## config.mk

```make
export PLATFORM = sky130hd
export DESIGN_NAME = pulse_width_frame_decoder_core
export DESIGN_NICKNAME = d
export VERILOG_FILES = /design/src/hw/rtl/pwfd_pkg.sv /design/src/hw/rtl/pulse_width_frame_decoder_core.sv
export SDC_FILE = /design/constraint.sdc
export NUM_CORES = 1
export LEC_CHECK = 0
export BUFFER_PORTS_ARGS = -buffer_cell sky130_fd_sc_hd__buf_2
export CAP_MARGIN = 10
export CELL_PAD_IN_SITES_DETAIL_PLACEMENT = 1
export CELL_PAD_IN_SITES_GLOBAL_PLACEMENT = 2
export CORE_MARGIN = 2
export CORE_UTILIZATION = 24
export DETAILED_ROUTE_END_ITERATION = 8
export HOLD_SLACK_MARGIN = 0.1
export PLACE_DENSITY = 0.52
export SLEW_MARGIN = 20
export SYNTH_ARGS = -nofsm -noshare
export SYNTH_HDL_FRONTEND = slang
export SYNTH_SLANG_ARGS = --single-unit
```

## constraint.sdc

```tcl
create_clock -name clk -period 6.2 [get_ports clk]
set_input_delay 0.93 -clock clk [delete_from_list [all_inputs] [get_ports clk]]
set_output_delay 0.93 -clock clk [all_outputs]
set_load 0.01 [all_outputs]
```

## src/hw/rtl/pwfd_pkg.sv

```systemverilog
// Package for the pulse-width frame decoder.
// Holds field widths, register reset values and register index codes.
// No dependencies.
package pwfd_pkg;

	localparam int unsigned LevelW  = 1;
	localparam int unsigned DelayW  = 8;
	localparam int unsigned PauseW  = 10;
	localparam int unsigned FbitsW  = 6;
	localparam int unsigned WordW   = 32;
	localparam int unsigned CfgIdxW = 2;
	localparam int unsigned CfgDataW = 10;

	localparam logic [DelayW-1:0] DelayReset = 8'd26;
	localparam logic [PauseW-1:0] PauseReset = 10'd256;
	localparam logic [FbitsW-1:0] FbitsReset = 6'd18;

	// Tick counter saturates here.
	localparam logic [PauseW-1:0] CountMax = 10'd1023;

	typedef enum logic [CfgIdxW-1:0] {
		CFG_SAMPLE_DELAY = 2'd0,
		CFG_PAUSE_TICKS  = 2'd1,
		CFG_FRAME_BITS   = 2'd2,
		CFG_UNUSED       = 2'd3
	} cfg_idx_t;

endpackage

```

## src/hw/rtl/pulse_width_frame_decoder_core.sv

```systemverilog
// Pulse-width frame decoder top level.
// Depends on pwfd_pkg.
//
// Usage:
//   Feed one line sample per prescaled timer tick on the input channel
//   (in_valid/in_stall, line_level). A rising edge of the line restarts an
//   internal tick counter; sample_delay ticks later the line level is
//   shifted in as the next frame bit. After frame_bits bits a frame_word is
//   sent on the output channel (out_valid/out_stall). If pause_ticks ticks
//   pass without an edge, the partial frame is dropped.
//   Registers are written on the cfg channel (cfg_valid/cfg_ready, index
//   and data); cfg_ready is always high. Write them only while idle.
// Timing:
//   One tick per clock while nothing stalls. A tick is captured in the input
//   register and decoded from there, where it may wait on a stall; a finished
//   frame is written to the output register as its last tick is decoded.
// Reset clears all decode state and loads the register defaults
//   (delay 26, pause 256, frame 18 bits). When the receiver stalls, ticks
//   that finish no frame keep flowing; a tick that would finish a frame
//   waits in the input register until the output slot frees up.
module pulse_width_frame_decoder_core (
	input  logic                              clk,
	input  logic                              arst_n,
	input  logic                              in_valid,
	output logic                              in_stall,
	input  logic [pwfd_pkg::LevelW-1:0]       line_level,
	output logic                              out_valid,
	input  logic                              out_stall,
	output logic [pwfd_pkg::WordW-1:0]        frame_word,
	input  logic                              cfg_valid,
	output logic                              cfg_ready,
	input  logic [pwfd_pkg::CfgIdxW-1:0]      cfg_index,
	input  logic [pwfd_pkg::CfgDataW-1:0]     cfg_data
);

	// Configuration registers
	logic [pwfd_pkg::DelayW-1:0] sample_delay_q;
	logic [pwfd_pkg::PauseW-1:0] pause_ticks_q;
	logic [pwfd_pkg::FbitsW-1:0] frame_bits_q;

	// Input register
	logic                        valid_s1;
	logic [pwfd_pkg::LevelW-1:0] level_s1;

	// Decode state
	logic                        last_level_q;
	logic                        running_q;
	logic                        pending_q;
	logic [pwfd_pkg::PauseW-1:0] tick_q;
	logic [pwfd_pkg::WordW-1:0]  shift_q;
	logic [pwfd_pkg::FbitsW-1:0] bits_q;

	// Output register
	logic                        out_valid_q;
	logic [pwfd_pkg::WordW-1:0]  word_q;

	// Next-state logic
	logic                        rise;
	logic [pwfd_pkg::PauseW-1:0] tick_inc;
	logic                        take_sample;
	logic [pwfd_pkg::WordW-1:0]  shifted;
	logic [pwfd_pkg::FbitsW-1:0] bits_inc;
	logic                        emit;
	logic                        pause_hit;
	logic                        slot_free;
	logic                        advance;

	assign cfg_ready = 1'b1;

	always_ff @(posedge clk or negedge arst_n) begin
		if (!arst_n) begin
			sample_delay_q <= pwfd_pkg::DelayReset;
			pause_ticks_q  <= pwfd_pkg::PauseReset;
			frame_bits_q   <= pwfd_pkg::FbitsReset;
		end else if (cfg_valid && cfg_ready) begin
			unique case (pwfd_pkg::cfg_idx_t'(cfg_index))
				pwfd_pkg::CFG_SAMPLE_DELAY: sample_delay_q <= cfg_data[pwfd_pkg::DelayW-1:0];
				pwfd_pkg::CFG_PAUSE_TICKS:  pause_ticks_q  <= cfg_data[pwfd_pkg::PauseW-1:0];
				pwfd_pkg::CFG_FRAME_BITS:   frame_bits_q   <= cfg_data[pwfd_pkg::FbitsW-1:0];
				default: ;
			endcase
		end
	end

	always_comb begin
		rise        = level_s1[0] && !last_level_q;
		tick_inc    = (tick_q < pwfd_pkg::CountMax) ? tick_q + 1'b1 : tick_q;
		take_sample = !rise && running_q && pending_q
			&& (tick_inc == {2'b00, sample_delay_q});
		shifted     = {shift_q[pwfd_pkg::WordW-2:0], level_s1[0]};
		bits_inc    = bits_q + 1'b1;
		emit        = take_sample && (bits_inc == frame_bits_q);
		pause_hit   = !rise && running_q && (tick_inc == pause_ticks_q);
		slot_free   = !out_valid_q || !out_stall;
		// Hold the tick only when it finishes a frame and the slot is taken.
		advance     = valid_s1 && (!emit || slot_free);
		in_stall    = valid_s1 && !advance;
	end

	always_ff @(posedge clk or negedge arst_n) begin
		if (!arst_n) begin
			valid_s1 <= 1'b0;
		end else if (!in_stall) begin
			valid_s1 <= in_valid;
		end
	end

	always_ff @(posedge clk) begin
		if (in_valid && !in_stall) begin
			level_s1 <= line_level;
		end
	end

	always_ff @(posedge clk or negedge arst_n) begin
		if (!arst_n) begin
			last_level_q <= 1'b0;
			running_q    <= 1'b0;
			pending_q    <= 1'b0;
			tick_q       <= '0;
			shift_q      <= '0;
			bits_q       <= '0;
		end else if (advance) begin
			last_level_q <= level_s1[0];
			if (rise) begin
				tick_q    <= '0;
				running_q <= 1'b1;
				pending_q <= 1'b1;
			end else if (running_q) begin
				tick_q <= tick_inc;
				if (pause_hit) begin
					// Drop the partial frame and stop the counter.
					shift_q   <= '0;
					bits_q    <= '0;
					running_q <= 1'b0;
					pending_q <= 1'b0;
				end else if (take_sample) begin
					pending_q <= 1'b0;
					if (emit) begin
						shift_q <= '0;
						bits_q  <= '0;
					end else begin
						shift_q <= shifted;
						bits_q  <= bits_inc;
					end
				end
			end
		end
	end

	always_ff @(posedge clk or negedge arst_n) begin
		if (!arst_n) begin
			out_valid_q <= 1'b0;
		end else if (advance && emit) begin
			out_valid_q <= 1'b1;
		end else if (!out_stall) begin
			out_valid_q <= 1'b0;
		end
	end

	always_ff @(posedge clk) begin
		if (advance && emit) begin
			word_q <= shifted;
		end
	end

	assign out_valid  = out_valid_q;
	assign frame_word = word_q;

endmodule

```

==> flow_summary.json <==
{
  "setup-violations-final": 0,
  "synth-xor-area-share_pct": 3.38,
  "synth_mux_area_share_pct": 11.4,
  "hold_viol": 0,
  "yosysSeqAreaShare_pct": 53.2,
  "drv_slew": 0,
  "met2_usage_pct": 21.2,
  "hold_slack_ns": 0.453,
  "yosys_warnings": 0,
  "grt_overflow": 0,
  "layout.nets": 546,
  "wl_per_cell_um": 17.6,
  "vias": 3877,
  "grt_pass1_vias": 4087,
  "diodes": 0,
  "clock_latency_ns": 0.36,
  "use_met1_pct": 16.6,
  "p_leak_nw": 3.11,
  "drt-vias-per-instance": 4.75,
  "avgSynthCellArea_sq_um": 11.3,
  "io_buffers": 51,
  "layout_commonest_cell": "dfrtp_1",
  "die_h_um": 155,
  "synthAdderAreaFrac_pct": 0.459,
  "antenna_found_initial": 0,
  "fp-row-count": 55,
  "grt.total_usage_pct": 12.6,
  "cap_violations": 0,
  "drt_iter0_drc": 184,
  "htreeDepth": 3,
  "async_flop_share_pct": 69.7,
  "worstMarginPinSlew_ns": 0.766,
  "endpoint_kind": "primary output",
  "io_pins": 53,
  "drcViolationCount": 0,
  "antenna_left": 0,
  "placed_area_sq_um": 5930,
  "max_freq_mhz": 215,
  "crit_end": "in_stall",
  "ys_ff_latch": 109,
  "dp_hpwl_mm": 10.4,
  "worstSetupPathType": "reg -> out",
  "max_stage_delay_ns": 0.50,
  "cp_top_family": "simple AND/OR/NAND/NOR gates",
  "synth_compound_area_share_pct": 11.6,
  "syn_to_final_growth_pct": 14.9,
  "start_util_pct": 24.3,
  "startpoint_type": "flop",
  "powerDensity_nw_per_um2": 274,
  "dr.pass1.iters": 4,
  "hold_class": "in -> async",
  "fin_crit_ns": 4.65,
  "synth_edf_count": 33,
  "setup_tns_ns": 0,
  "die_w_um": 155,
  "peakVddDrop_mv": 0.122,
  "rrSetupSlack_ns": 1.97,
  "clk_pin_slew_ns": 0.08,
  "grt_setup_unrepaired": "false",
  "rr_worst_depth": 10,
  "yosys.area_share.simple_pct": 13.9,
  "ys_types": 70,
  "r2r-end": "shift_q[9]",
  "worstPathRequired_ns": 5.27,
  "grt_max_degree": 57,
  "cp-startpoint": "tick_q[0]",
  "yosys_most_used_dff": "dfrtp_1",
  "crit-reg2reg-launch": "tick_q[0]",
  "wirelength_mm": 14.3,
  "clockRootBuffer": "clkbuf_16",
  "top_usage_layer": "met2",
  "die_area_sq_um": 23900,
  "drive_gt1_share_pct": 22.4,
  "syn-num-nets": 504,
  "cts_made_buffers": 9,
  "fin_area_sq_um": 6260,
  "slew_headroom_pct": 48.9,
  "cts_buffer_depth": 2,
  "skew_ns": 0.0109,
  "status": "complete, no violations",
  "path_buf_inv": 1,
  "netlist_area_sq_um": 5450,
  "syn_inst": 484,
  "path_cells": "ha_1, nand2_1, nor3_1, mux2i_1, xor2_1, nor2b_1, nand4_1, nor2_1, buf_2",
  "cts_sinks": 109,
  "post-cts-setup-buffer-count": 0,
  "crit_fanout": 12,
  "finalCritPeriodShare_pct": 75.0,
  "cp.depth": 9,
  "cp.arrival_ns": 3.72,
  "tritoncts": "built",
  "slowest_stage": "nor3_1",
  "grt_pass1_wl_mm": 23.3,
  "cts_resized": 0,
  "place_congestion": 0.854,
  "use_met3_pct": 2.24,
  "layout_common_cells": "dfrtp_1, nand2_1, buf_2",
  "coreArea_sq_um": 22400,
  "synth_top_family_by_area": "simple AND/OR/NAND/NOR gates",
  "hold_buffers": 0
}
## worst min path at each step
stage / startpoint / end / slack [ns] / depth (start not counted)
floorplan: shift_q[30] / frame_word[31] / 0.42 / 0
global placement: shift_q[30] / frame_word[31] / 0.43 / 0
detailed placement: shift_q[30] / frame_word[31] / 0.45 / 0
global route: arst_n / tick_q[0] / 0.46 / 1
CTS: arst_n / tick_q[0] / 0.45 / 1
finish: arst_n / tick_q[0] / 0.45 / 1
## layer usage
metal  up-vias  share of wire [%]  wire (um)
met1      1947                 47       6800
met4         0                1.5        216
met5         -                  0          0
met2        86                 48       6840
li1       1832                  -          -
met3        12                3.4        489
## power breakdown
group | total [mW] | switching, mW | internal [mW] | leakage (nW)
logic | 0.276 | 0.153 | 0.123 | 1.78
clock network | 0.581 | 0.297 | 0.284 | 0.143
registers | 0.858 | 0.0701 | 0.788 | 1.19
## metrics by stage
stage	cells	util (%)	worst slack, ns	power (mW)
CTS	815	27.8	1.52	1.75
finish	816	27.9	1.55	1.72
global route	816	27.9	1.18	1.81
floorplan	484	-	1.96	1.05
detailed placement	799	26.4	1.93	1.15
global placement	799	26.4	2.08	1.15
## cell usage after synthesis, types with 5 or more instances
cell	n	area share [%]
buf_2	12	1.1
mux2_2	26	5.4
inv_1	37	2.5
and2_1	5	0.57
xnor2_1	12	1.9
nor2_1	15	1.0
and3_1	6	0.69
nand2b_1	6	0.69
o21ai_0	18	1.7
nand2_1	55	3.8
clkbuf_1	5	0.34
dfstp_2	6	2.9
dfrtp_1	70	32
edfxtp_1	33	18
mux2i_1	33	6.1
nand3_1	12	1.1
a21oi_1	16	1.5
a211oi_1	6	0.83
xor2_1	9	1.4
o31ai_1	5	0.69
a31oi_1	9	1.0
nand4_1	7	0.80
## final cells by class
cell class                 instances  area (sq um)
timing repair buffer              57           323
inverter                          37           139
fill                            2534         16200
clock buffer                       9           225
clock inverter                     7          73.8
sequential                       109          2900
multi-input combinational        312          2240
tap                              285           357
## registers in the layout, indices dropped and copies added, names as in the netlist
name            count
sample_delay_q      8
bits_q              6
pending_q           1
pause_ticks_q      10
frame_word         32
tick_q             10
valid_s1            1
frame_bits_q        6
out_valid           1
level_s1            1
shift_q            31
running_q           1
last_level_q        1
## kinds of logic (layout without fill, tap and decap cells)
group | count (synthesis) | in the layout
buffers and inverters | 63 | 110
multiplexers | 59 | 59
XOR/XNOR | 21 | 21
AND/OR/NAND/NOR | 140 | 140
adder cells (fa/ha/maj) | 2 | 2
AO/OA/AOI/OAI | 89 | 89
other | 1 | 1
flip-flops | 109 | 109
No activity file was read; power rests on OpenSTA's default activity.
